===== src/rtl/core/rdrr_pkg.sv =====
package rdrr_pkg;

    localparam int CORDIC_STEPS = 16;
    localparam int STEP_W       = 5;
    localparam int DIV_STEPS    = 32;

    localparam logic signed [32:0] TRIG_ONE     = 33'sd1073741824;
    localparam logic signed [32:0] GAIN_INV_Q30 = 33'sd652032874;
    localparam logic [31:0]        MAX_DIST     = 32'hFFFF_FFFF;

    localparam logic [31:0] ATAN_TURN [32] = '{
        32'h20000000, 32'h12E4051E, 32'h09FB385B, 32'h051111D4, 32'h028B0D43,
        32'h0145D7E1, 32'h00A2F61E, 32'h00517C55, 32'h0028BE53, 32'h00145F2F,
        32'h000A2F98, 32'h000517CC, 32'h00028BE6, 32'h000145F3, 32'h0000A2FA,
        32'h0000517D, 32'h000028BE, 32'h0000145F, 32'h00000A30, 32'h00000518,
        32'h0000028C, 32'h00000146, 32'h000000A3, 32'h00000051, 32'h00000029,
        32'h00000014, 32'h0000000A, 32'h00000005, 32'h00000003, 32'h00000001,
        32'h00000001, 32'h00000000
    };

    typedef logic signed [32:0] trig_t;
    typedef logic signed [33:0] zang_t;

    typedef enum logic [2:0] {
        REG_ANCHOR_X   = 3'd0,
        REG_ANCHOR_Y   = 3'd1,
        REG_BOX_ANGLE  = 3'd2,
        REG_BOX_LENGTH = 3'd3,
        REG_BOX_WIDTH  = 3'd4
    } cfg_reg_t;

    typedef struct packed {
        trig_t x;
        trig_t y;
        zang_t z;
    } cordic_vec_t;

    typedef struct packed {
        logic [31:0] rem;
        logic [31:0] den;
        logic [1:0]  pend;
        logic [31:0] quo;
    } div_vec_t;

    function automatic zang_t atan_turn(input logic [STEP_W-1:0] i);
        return zang_t'({2'b00, ATAN_TURN[i]});
    endfunction

endpackage


===== src/rtl/core/rdrr_div_cell.sv =====
module rdrr_div_cell (
    input  logic                  clk,
    input  rdrr_pkg::div_vec_t    vin,
    output rdrr_pkg::div_vec_t    vout
);
    import rdrr_pkg::*;

    div_vec_t    v_next;
    div_vec_t    v_reg;
    logic [32:0] t;
    logic        ge;

    always_comb
    begin
        t  = {vin.rem, vin.pend[1]};
        ge = (t >= {1'b0, vin.den});
        v_next.rem  = ge ? 32'(t - {1'b0, vin.den}) : t[31:0];
        v_next.den  = vin.den;
        v_next.pend = {vin.pend[0], 1'b0};
        v_next.quo  = {vin.quo[30:0], ge};
    end

    always_ff @(posedge clk)
    begin
        v_reg <= v_next;
    end

    assign vout = v_reg;

endmodule


===== config.mk =====
export PLATFORM = sky130hd
export DESIGN_NAME = rdrr_div_cell
export DESIGN_NICKNAME = d
export VERILOG_FILES = /design/src/rtl/core/rdrr_pkg.sv /design/src/rtl/core/rdrr_div_cell.sv
export SDC_FILE = /design/constraint.sdc
export NUM_CORES = 1
export LEC_CHECK = 0
export ABC_CLOCK_PERIOD_IN_PS = 2270
export BUFFER_PORTS_ARGS = -buffer_cell sky130_fd_sc_hd__clkbuf_2
export CAP_MARGIN = 30
export CORE_MARGIN = 3
export CORE_UTILIZATION = 42
export CTS_BUF_LIST = sky130_fd_sc_hd__clkbuf_4 sky130_fd_sc_hd__clkbuf_8 sky130_fd_sc_hd__clkbuf_16
export CTS_CLUSTER_DIAMETER = 120
export DETAILED_ROUTE_END_ITERATION = 12
export PLACE_DENSITY_LB_ADDON = 0.12
export RECOVER_POWER = 25
export SLEW_MARGIN = 20
export SYNTH_ARGS = -nofsm -noshare
export SYNTH_HDL_FRONTEND = slang
export SYNTH_SLANG_ARGS = --single-unit

===== constraint.sdc =====
create_clock -name clk -period 2.27 [get_ports clk]
set_input_delay 0.1135 -clock clk [delete_from_list [all_inputs] [get_ports clk]]
set_output_delay 0.1135 -clock clk [all_outputs]
set_load 0.005 [all_outputs]

==> results of run 1 <==
## logic make-up (layout without fill, tap and decap cells)
logic type                 count (synthesis)  count (layout)
xor gates and xnor gates                  26              26
muxes                                     10              10
adders and majority gates                 33              33
buffers and inverters                     64             438
and+or+nand+nor                          107             107
DFF                                       97              97
other                                      1               1
AOI/OAI and AO/OA                        120             120
## placed cells by master (no fill, tap or decap), types with 8 or more instances in the layout
cell type      count
a21o_1             8
a21oi_1           51
clkbuf_2         180
dfxtp_1           97
inv_1             44
mux2_4             8
buf_4             92
nor2_1            37
nand2_1           24
nand4_1            8
dlygate4sd3_1     88
ha_1              28
xnor2_1           16
clkbuf_1          14
o21ai_0           17
nand3_1            8
clkbuf_8           9
xor2_1            10
## timing repair
action | in CTS | in global routing
resized for setup | 0 | 7
buffers inserted | 0 | 0
hold buffers | 88 | 0
endpoints found under the hold margin | 88 | 0
pin swaps | 1 | 4
setup endpoints to repair | 1 | 24
## per-stage QoR
stage	utilization, %	hold slack (ps)	worst slack [ps]	instance area (um^2)
global route	73.02	13.81	-71.01	7171
detailed placement	61.81	217.4	-377.1	6070
CTS	72.78	2.064	6.328	7147
finish	73.02	13.51	85.49	7171
global placement	61.81	216.8	-358.7	6070
floorplan	-	141.2	4.034	4348
## per-layer routing
layer | routed length [um] | global-route usage, %
met5 | 0 | 0
met4 | 352 | 9.315
met3 | 975 | 6.562
met2 | 6476 | 41.68
met1 | 5465 | 27.52
## worst max path at each step
stage | slack (ps) | to | startpoint | depth (start not counted)
floorplan | 4 | vout[70]$_DFF_P_ | vin[53] | 11
global placement | -360 | vout[96]$_DFF_P_ | vin[33] | 13
detailed placement | -380 | vout[96]$_DFF_P_ | vin[33] | 13
CTS | 6 | vout[96]$_DFF_P_ | vin[93] | 10
global route | -70 | vout[96]$_DFF_P_ | vin[33] | 13
finish | 90 | vout[96]$_DFF_P_ | vin[33] | 13
## power groups by stage
stage	logic (W)	clock network [W]	registers, W
finish	0.00141	0.00111	0.00195
global placement	0.00126	0	0.00198
CTS	0.00140	0.00115	0.00195
global route	0.00157	0.00123	0.00197
floorplan	0.000629	0	0.00201
detailed placement	0.00127	0	0.00198
## cell type report
cell class / instances / area share, %
Tap cell: 133 / 2.321
Multi-Input combinational cell: 297 / 29.80
Inverter: 46 / 2.408
Timing Repair Buffer: 376 / 35.65
Clock inverter: 7 / 1.012
Sequential cell: 97 / 27.08
Clock buffer: 9 / 1.727
==> results.md, run 1 <==
- Status: completed
- Synth-to-Final Area Change: 67.52%
- Port Buffers: 194
- Seq/Total Area, Yosys: 45.37%
- Flop pwr share: 43.5%
- Cell with the most instances after synthesis: dfxtp_1
- Vias in the first global route: 4672
- Mapped Nets: 590
- Reg area: 0.001942 mm^2
- Post-DRT Antenna Nets: 0
- CTS tree: done
- Netlist cell types: 50
- Largest family of logic cells by synthesized area: compound AO/OA/AOI/OAI gates
- Asr flop ratio synth: 0%
- Total gr overflow: 0
- F_max: 457.8 MHz
- Mapped cell area: 0.004280 mm^2
- Sink Count: 97
- RSZ-0062 raised after global routing: true
- Kind of cell adding the most delay to the critical path: compound AO/OA/AOI/OAI gates
- Mux cell area share after synthesis: 3.274%
- Number of synthesized flops with an enable pin: 0
- Core area: 0.009819 mm^2
- Crit-path max cell delay: 430 ps
- Syn_area_per_cell: 9.346 um^2
- Synth Area in Adders: 9.822%
- Startpoint Class: input pin
- Share of cells above drive strength 1: 38.22%
- Global Route Usage Sum: 23.82%
- Die height: 107.0 um
- PD cells: 623.9 mW/mm^2
- Max-Cap Viols: 0
- Via density: 4.688
- Clk pwr share: 24.9%
- Placer Congestion: 0.8781
- Leakage power: 3.621 nW
- Largest cells by area after synthesis: dfxtp_1, ha_1, a21oi_1, inv_1, xnor2_1
- # fillers: 771
- Fin cells: 965
- Sw Share: 30.37%
- Standard-cell rows: 36
- Mapped Cells: 458
- Crit path cell chain: clkbuf_2 > inv_1 > ha_1 > fa_1 > nor2b_2 > o2111ai_2 > a21oi_2 > o31ai_1 > buf_4 > a21oi_4 > a211oi_1 > xnor2_1 > mux2_4
- Clk root buf: clkbuf_8
- Clock transition at path regs: 100 ps
- Drt first pass iters: 4
- Routed wire length: 13.27 mm
- Starting Density: 43.59%
- Setup violators final: 0
- Hold Fails Final Rpt: 0
- Initial antenna violation count: 0
- Hpwl dp: 9.476 mm
- Area leader, netlist: dfxtp_1
- Area of the multi-input gates: 0.002137 mm^2
- Inst Count DP: 861
- I/O pin count: 197
- Synth Register Bits: 97
- Crit path buf inv count: 3
- Compound-cell area share of the yosys netlist: 17.10%
- Final nets: 959
- CTS Buffer Depth: 2
- Synth Area in XOR/XNOR: 5.320%
- Initial drt markers: 164
- Post-route DRC violation count: 0
- Leading cell types by count after synthesis: dfxtp_1, a21oi_1, inv_1
- Yosys top cell area share: 45.37%
- Psw: 0.001359 W
- Die area: 0.01144 mm^2
- Wire per inst: 13.75 um
- Int Pwr: 0.003115 W
- Via count: 4524
- Hold Crit Start: vin[77]
- CP max stage cell: fa_1
- H-tree levels: 3
- Final period util: 96.23%
- Max Slew Vio Count: 0
- TritonCTS Buffers: 9
- Yosys warnings: 0
- Comb power frac: 31.6%
- Max FFs per register: 97
- Worst min path class: input pin to register
- WP data arrival: 2460 ps
- Crit Path Max Fanout: 5
- Die W: 107.0 um
- Setup TNS: 0 ps
- CP endpoint kind: register
- Max IR drop VDD: 372.9 uV
- First-pass GRT wire length: 21.74 mm
- Pin count of the biggest net entering global routing: 24
- Tot Pwr: 0.004474 W
- Req. time, crit path: 2540 ps
- Hold worst-path end: vout[78]$_DFF_P_
- # diodes: 0
- Most used DFF post-synth: dfxtp_1
- Fin crit period: 2185 ps
- Post-synthesis simple-gate area fraction: 12.22%
- Setup CP Type: input pin to register
- Worst Hold Depth: 3
(Power assumes the default switching activity.)
==> run 2, diff against run 1 <==
Settings changed: CELL_PAD_IN_SITES_DETAIL_PLACEMENT set to 1, CELL_PAD_IN_SITES_GLOBAL_PLACEMENT set to 2, CORE_UTILIZATION 42 to 24.
==> results.md, run 2 (synthesized netlist as in run 1, its figures left out) <==
- Setup CP Type: input pin to register (unchanged)
- CP most frequent cell: a21oi_2
- CP max stage cell: fa_1 (unchanged)
- Int Pwr: 0.003465 W (was 0.003115 W)
- Share of cells above drive strength 1: 40.73% (was 38.22%)
- Starting Density: 24.66% (was 43.59%)
- Initial drt markers: 88 (was 164)
- Worst Hold Depth: 3 (unchanged)
- Hold worst-path end: vout[68]$_DFF_P_ (was vout[78]$_DFF_P_)
- Synth-to-Final Area Change: 70.77% (was 67.52%)
- Clk root buf: clkbuf_16 (was clkbuf_8)
- F_max: 462.1 MHz (was 457.8 MHz)
- Leakage power: 3.648 nW (was 3.621 nW)
- Pin count of the biggest net entering global routing: 23 (was 24)
- Max Slew Vio Count: 0 (unchanged)
- Core Util, Final: 42.11% (was 73.02%)
- Psw: 0.001486 W (was 0.001359 W)
- Vias in the first global route: 4924 (was 4672)
- Wire per inst: 14.48 um (was 13.75 um)
- Crit path buf inv count: 3 (unchanged)
- Hold Fails Final Rpt: 0 (unchanged)
- Req. time, crit path: 2520 ps (was 2540 ps)
- Most common cell after layout, fill and taps aside: clkbuf_2 (unchanged)
- Crit Path Max Fanout: 5 (unchanged)
- Clock transition at path regs: 70 ps (was 100 ps)
- Kind of cell adding the most delay to the critical path: compound AO/OA/AOI/OAI gates (unchanged)
- Fin cells: 1045 (was 965)
- PD cells: 677.4 mW/mm^2 (was 623.9 mW/mm^2)
- H-tree levels: 3 (unchanged)
- Max IR drop VDD: 363.6 uV (was 372.9 uV)
- Port Buffers: 194 (unchanged)
- WP data arrival: 2410 ps (was 2460 ps)
- Fin crit period: 2164 ps (was 2185 ps)
- Post-route DRC violation count: 0 (unchanged)
- Post-DRT Antenna Nets: 0 (unchanged)
- Flop pwr share: 39.3% (was 43.5%)
- RSZ-0062 raised after global routing: true (unchanged)
- CTS tree: done (unchanged)
- Setup violators final: 0 (unchanged)
- Via density: 4.285 (was 4.688)
- Global Route Usage Sum: 15.66% (was 23.82%)
- Placer Congestion: 0.8108 (was 0.8781)
- M2 GR Usage: 26.56% (was 41.68%)
- Hpwl dp: 11.72 mm (was 9.476 mm)
- Standard-cell rows: 48 (was 36)
- Hold Crit Start: vin[67] (was vin[77])
- Total gr overflow: 0 (unchanged)
- Startpoint Class: input pin (unchanged)
- Grt met3 use: 3.883% (was 6.562%)
- Die height: 139.5 um (was 107.0 um)
- Initial antenna violation count: 0 (unchanged)
- Sw Share: 30.01% (was 30.37%)
- # fillers: 2063 (was 771)
- Most frequent cells in the layout: clkbuf_2, dfxtp_1, buf_4, dlygate4sd3_1, a21oi_1 (unchanged)
- I/O pin count: 197 (unchanged)
- Inst Count DP: 958 (was 861)
- Grt met1 use: 19.64% (was 27.52%)
- Drt first pass iters: 4 (unchanged)
- Status: completed (unchanged)
- Worst min path class: input pin to register (unchanged)
- Post-CTS Repair Setup Buffers: 0 (unchanged)
- Comb power frac: 29.3% (was 31.6%)
- Die W: 139.5 um (was 107.0 um)
- Final period util: 95.32% (was 96.23%)
- Max-Cap Viols: 0 (unchanged)
- # diodes: 0 (unchanged)
- Busiest grt layer: met2 (unchanged)
- First-pass GRT wire length: 24.84 mm (was 21.74 mm)
- Final nets: 947 (was 959)
- CP endpoint kind: register (unchanged)
- Routed wire length: 15.13 mm (was 13.27 mm)
- Clk pwr share: 31.4% (was 24.9%)
- Crit-path max cell delay: 420 ps (was 430 ps)
- Crit path cell chain: clkbuf_2 > inv_1 > ha_1 > fa_1 > nor2b_1 > o2111ai_2 > a21oi_2 > o31ai_2 > a21oi_2 > buf_4 > a21oi_1 > nand4b_1 > mux2_4 (was clkbuf_2 > inv_1 > ha_1 > fa_1 > nor2b_2 > o2111ai_2 > a21oi_2 > o31ai_1 > buf_4 > a21oi_4 > a211oi_1 > xnor2_1 > mux2_4)
- Via count: 4478 (was 4524)
- Core area: 0.01736 mm^2 (was 0.009819 mm^2)
- CTS Buffer Depth: 2 (unchanged)
- Max FFs per register: 97 (unchanged)
- TritonCTS Buffers: 9 (unchanged)
- Die area: 0.01947 mm^2 (was 0.01144 mm^2)
- Sink Count: 97 (unchanged)
-- run 2: changes by cell type in the layout (fill, tap and decap cells not counted), moves of 4 or more --
cell / delta
dlygate4sd3_1: -17
clkbuf_16: +9
clkbuf_8: -9
a21oi_2: +4
buf_4: +4
-- run 2: area by class of cell --
class | count | area [um^2] | share of cell area [%]
Inverter | 46 | 172.7 | 2.362
Tap cell | 225 | 281.5 | 3.851
Timing Repair Buffer | 364 | 2449 | 33.50
Sequential cell | 97 | 1942 | 26.57
Clock buffer | 9 | 225.2 | 3.081
Clock inverter | 7 | 81.33 | 1.113
Multi-Input combinational cell | 297 | 2158 | 29.53
-- run 2: metal layers --
metal / vias up / part of all wire [%]
met1: 2040 / 46
met2: 138 / 47
met5: - / 0
li1: 2284 / -
met4: 0 / 1.6
met3: 16 / 5.4
-- run 2: worst max-delay path by stage --
| stage | slack, ps | end | depth (start not counted) | startpoint |
|---|---|---|---|---|
| CTS | 60 | vout[97]$_DFF_P_ | 11 | vin[46] |
| global placement | -340 | vout[92]$_DFF_P_ | 13 | vin[36] |
| global route | -60 | vout[90]$_DFF_P_ | 13 | vin[33] |
| finish | 110 | vout[90]$_DFF_P_ | 13 | vin[33] |
| floorplan | 4 | vout[70]$_DFF_P_ | 11 | vin[53] |
| detailed placement | -480 | vout[97]$_DFF_P_ | 11 | vin[46] |
-- run 2: timing repair --
| item | CTS | global route |
|---|---|---|
| hold buffers | 71 | 0 |
| resized for setup | 3 | 14 |
| hold endpoints to repair | 71 | 0 |
| setup endpoints to repair | 3 | 30 |
| pin swaps | 0 | 2 |
-- run 2: per-stage QoR --
stage                     setup TNS [ps]  worst slack [ps]  hold slack [ps]  cell area [um^2]  power [W]
final                                  0             106.2            25.78              7310   0.004951
after global routing              -174.6            -61.69            21.95              7310   0.005301
after CTS                              0             57.60            3.077              7276   0.005046
after detailed placement           -8852            -475.6            218.2              6247   0.003332
after global placement             -6165            -338.3            215.9              6247   0.003312
after floorplan                        0             4.034            141.2              4348   0.002640
-- run 2: power by group through the flow --
stage | clock network (W) | logic (W) | registers, W
global route | 0.00172 | 0.00161 | 0.00197
global placement | 0 | 0.00133 | 0.00198
CTS | 0.00164 | 0.00146 | 0.00195
detailed placement | 0 | 0.00135 | 0.00199
finish | 0.00156 | 0.00145 | 0.00195
floorplan | 0 | 0.000629 | 0.00201
-- run 2: tightest hold or removal path, cell delays in order --
cell,delay [ps]
clkbuf_2,90
nor2_1,40
a21oi_1,100
==> run 3, diff against run 2 <==
Settings changed: GPL_ROUTABILITY_DRIVEN set to 0, PLACE_DENSITY_LB_ADDON 0.12 to 0.25.
==> results.md, run 3 (synthesized netlist as in run 1, its figures left out) <==
- Status: completed (unchanged)
- Routed wire length: 14.83 mm (was 15.13 mm)
- Inst Count DP: 957 (was 958)
- Sink Count: 97 (unchanged)
- Starting Density: 24.66% (unchanged)
- Pre-CTS setup slack: -446.4 ps (was -475.6 ps)
- Max Slew Vio Count: 0 (unchanged)
- Share of cells above drive strength 1: 41.86% (was 40.73%)
- Max IR drop VDD: 343.3 uV (was 363.6 uV)
- WP data arrival: 2390 ps (was 2410 ps)
- Startpoint Class: input pin (unchanged)
- Post-DRT Antenna Nets: 0 (unchanged)
- Pin count of the biggest net entering global routing: 23 (unchanged)
- Wire per inst: 14.24 um (was 14.48 um)
- # fillers: 2055 (was 2063)
- Clk pwr share: 32.1% (was 31.4%)
- Fin cells: 1042 (was 1045)
- Final nets: 944 (was 947)
- Worst min path class: input pin to register (unchanged)
- F_max: 465.7 MHz (was 462.1 MHz)
- Setup ws final: 122.6 ps (was 106.2 ps)
- Total gr overflow: 0 (unchanged)
- CP endpoint kind: register (unchanged)
- Hold Crit Start: vin[72] (was vin[67])
- Most frequent cells in the layout: clkbuf_2, dfxtp_1, buf_4, dlygate4sd3_1, a21oi_1 (unchanged)
- Initial antenna violation count: 1 (was 0)
- Die height: 139.5 um (unchanged)
- Comb power frac: 29.0% (was 29.3%)
- Final period util: 94.60% (was 95.32%)
- Standard-cell rows: 48 (unchanged)
- Critical path startpoint: vin[33] (unchanged)
- Fin crit period: 2147 ps (was 2164 ps)
- Drt first pass iters: 4 (unchanged)
- Via count: 4531 (was 4478)
- Setup CP Type: input pin to register (unchanged)
- Setup TNS: 0 ps (unchanged)
- Max FFs per register: 97 (unchanged)
- Hold Fails Final Rpt: 0 (unchanged)
- Initial drt markers: 115 (was 88)
- # diodes: 0 (unchanged)
- Port Buffers: 194 (unchanged)
- Most common cell after layout, fill and taps aside: clkbuf_2 (unchanged)
- CTS Buffer Depth: 2 (unchanged)
- Vias in the first global route: 4902 (was 4924)
- Clock transition at path regs: 70 ps (about the same)
- Int Pwr: 0.003562 W (was 0.003465 W)
- Max-Cap Viols: 0 (unchanged)
- Psw: 0.001447 W (was 0.001486 W)
- Req. time, crit path: 2510 ps (was 2520 ps)
- I/O pin count: 197 (unchanged)
- RSZ-0062 raised after global routing: true (unchanged)
- H-tree levels: 3 (unchanged)
- Crit Path Max Fanout: 6 (was 5)
- TritonCTS Buffers: 9 (unchanged)
- First-pass GRT wire length: 24.07 mm (was 24.84 mm)
- CTS tree: done (unchanged)
- Hpwl dp: 11.58 mm (was 11.72 mm)
- Flop pwr share: 38.9% (was 39.3%)
- Setup violators final: 0 (unchanged)
- Leakage power: 3.645 nW (was 3.648 nW)
- Core area: 0.01736 mm^2 (unchanged)
- Synth-to-Final Area Change: 70.83% (was 70.77%)
- Global Route Usage Sum: 15.13% (was 15.66%)
- PD cells: 685.0 mW/mm^2 (was 677.4 mW/mm^2)
- Die W: 139.5 um (unchanged)
- Sw Share: 28.88% (was 30.01%)
- Critical Path Sink: vout[90]$_DFF_P_ (unchanged)
- Clk root buf: clkbuf_16 (unchanged)
- Die area: 0.01947 mm^2 (unchanged)
- Post-route DRC violation count: 0 (unchanged)
- Via density: 4.348 (was 4.285)
-- run 3: how the worst min path moves through the flow --
| stage | slack, ps | depth (start not counted) | endpoint |
|---|---|---|---|
| 2_1_floorplan | 140 | 0 | vout[10]$_DFF_P_ |
| 3_3_place_gp | 220 | 1 | vout[30]$_DFF_P_ |
| 3_5_place_dp | 220 | 1 | vout[20]$_DFF_P_ |
| 4_1_cts | 4 | 2 | vout[73]$_DFF_P_ |
| 5_1_grt | 6 | 2 | vout[73]$_DFF_P_ |
| 6_report | 10 | 2 | vout[73]$_DFF_P_ |
-- run 3: critical path: stages --
cell	delay, ps
clkbuf_2	90
inv_1	40
ha_1	210
fa_2	360
nor2b_2	160
o2111ai_2	160
a21oi_2	240
o31ai_2	120
a21oi_2	310
a21oi_1	120
nand4b_1	190
mux2_4	270
-- run 3: layout make-up --
type / count / area, um^2 / share of cell area, %
well taps: 225 / 281.5 / 3.850
inverters: 46 / 172.7 / 2.361
clock buffers: 9 / 225.2 / 3.080
flip-flops and latches: 97 / 1942 / 26.56
repair buffers: 361 / 2429 / 33.21
multi-input cells: 297 / 2176 / 29.76
clock inverters: 7 / 86.33 / 1.181
-- run 3: per-stage QoR --
stage | area (um^2) | utilization (%) | hold slack, ps | total power (W)
6_report | 7312 | 42.13 | 11.18 | 0.005009
5_1_grt | 7312 | 42.13 | 6.181 | 0.005324
4_1_cts | 7247 | 41.75 | 4.481 | 0.005069
3_5_place_dp | 6240 | 35.95 | 217.9 | 0.003327
3_3_place_gp | 6240 | 35.95 | 215.7 | 0.003296
2_1_floorplan | 4348 | - | 141.2 | 0.002640
-- run 3: what timing repair did --
item	CTS	global route
hold endpoints to repair	68	0
pin swaps	1	7
gates cloned	0	0
gates resized for setup	4	17
setup endpoints to repair	4	33
setup buffers	0	1
hold buffers	68	0
-- run 3: power groups by stage --
| stage | Combinational, W | Sequential [W] | Clock (W) |
|---|---|---|---|
| floorplan | 0.000629 | 0.00201 | 0 |
| global placement | 0.00131 | 0.00199 | 0 |
| detailed placement | 0.00134 | 0.00199 | 0 |
| CTS | 0.00145 | 0.00195 | 0.00167 |
| global route | 0.00161 | 0.00197 | 0.00175 |
| finish | 0.00145 | 0.00195 | 0.00161 |
-- run 3: per-layer routing --
layer	vias to the layer above	part of all wire [%]	GRT usage (%)
met4	2	1.3	5.507
met3	18	5.2	3.333
met5	-	0.088	0
met1	2088	44	18.27
met2	138	49	26.41
li1	2285	-	-
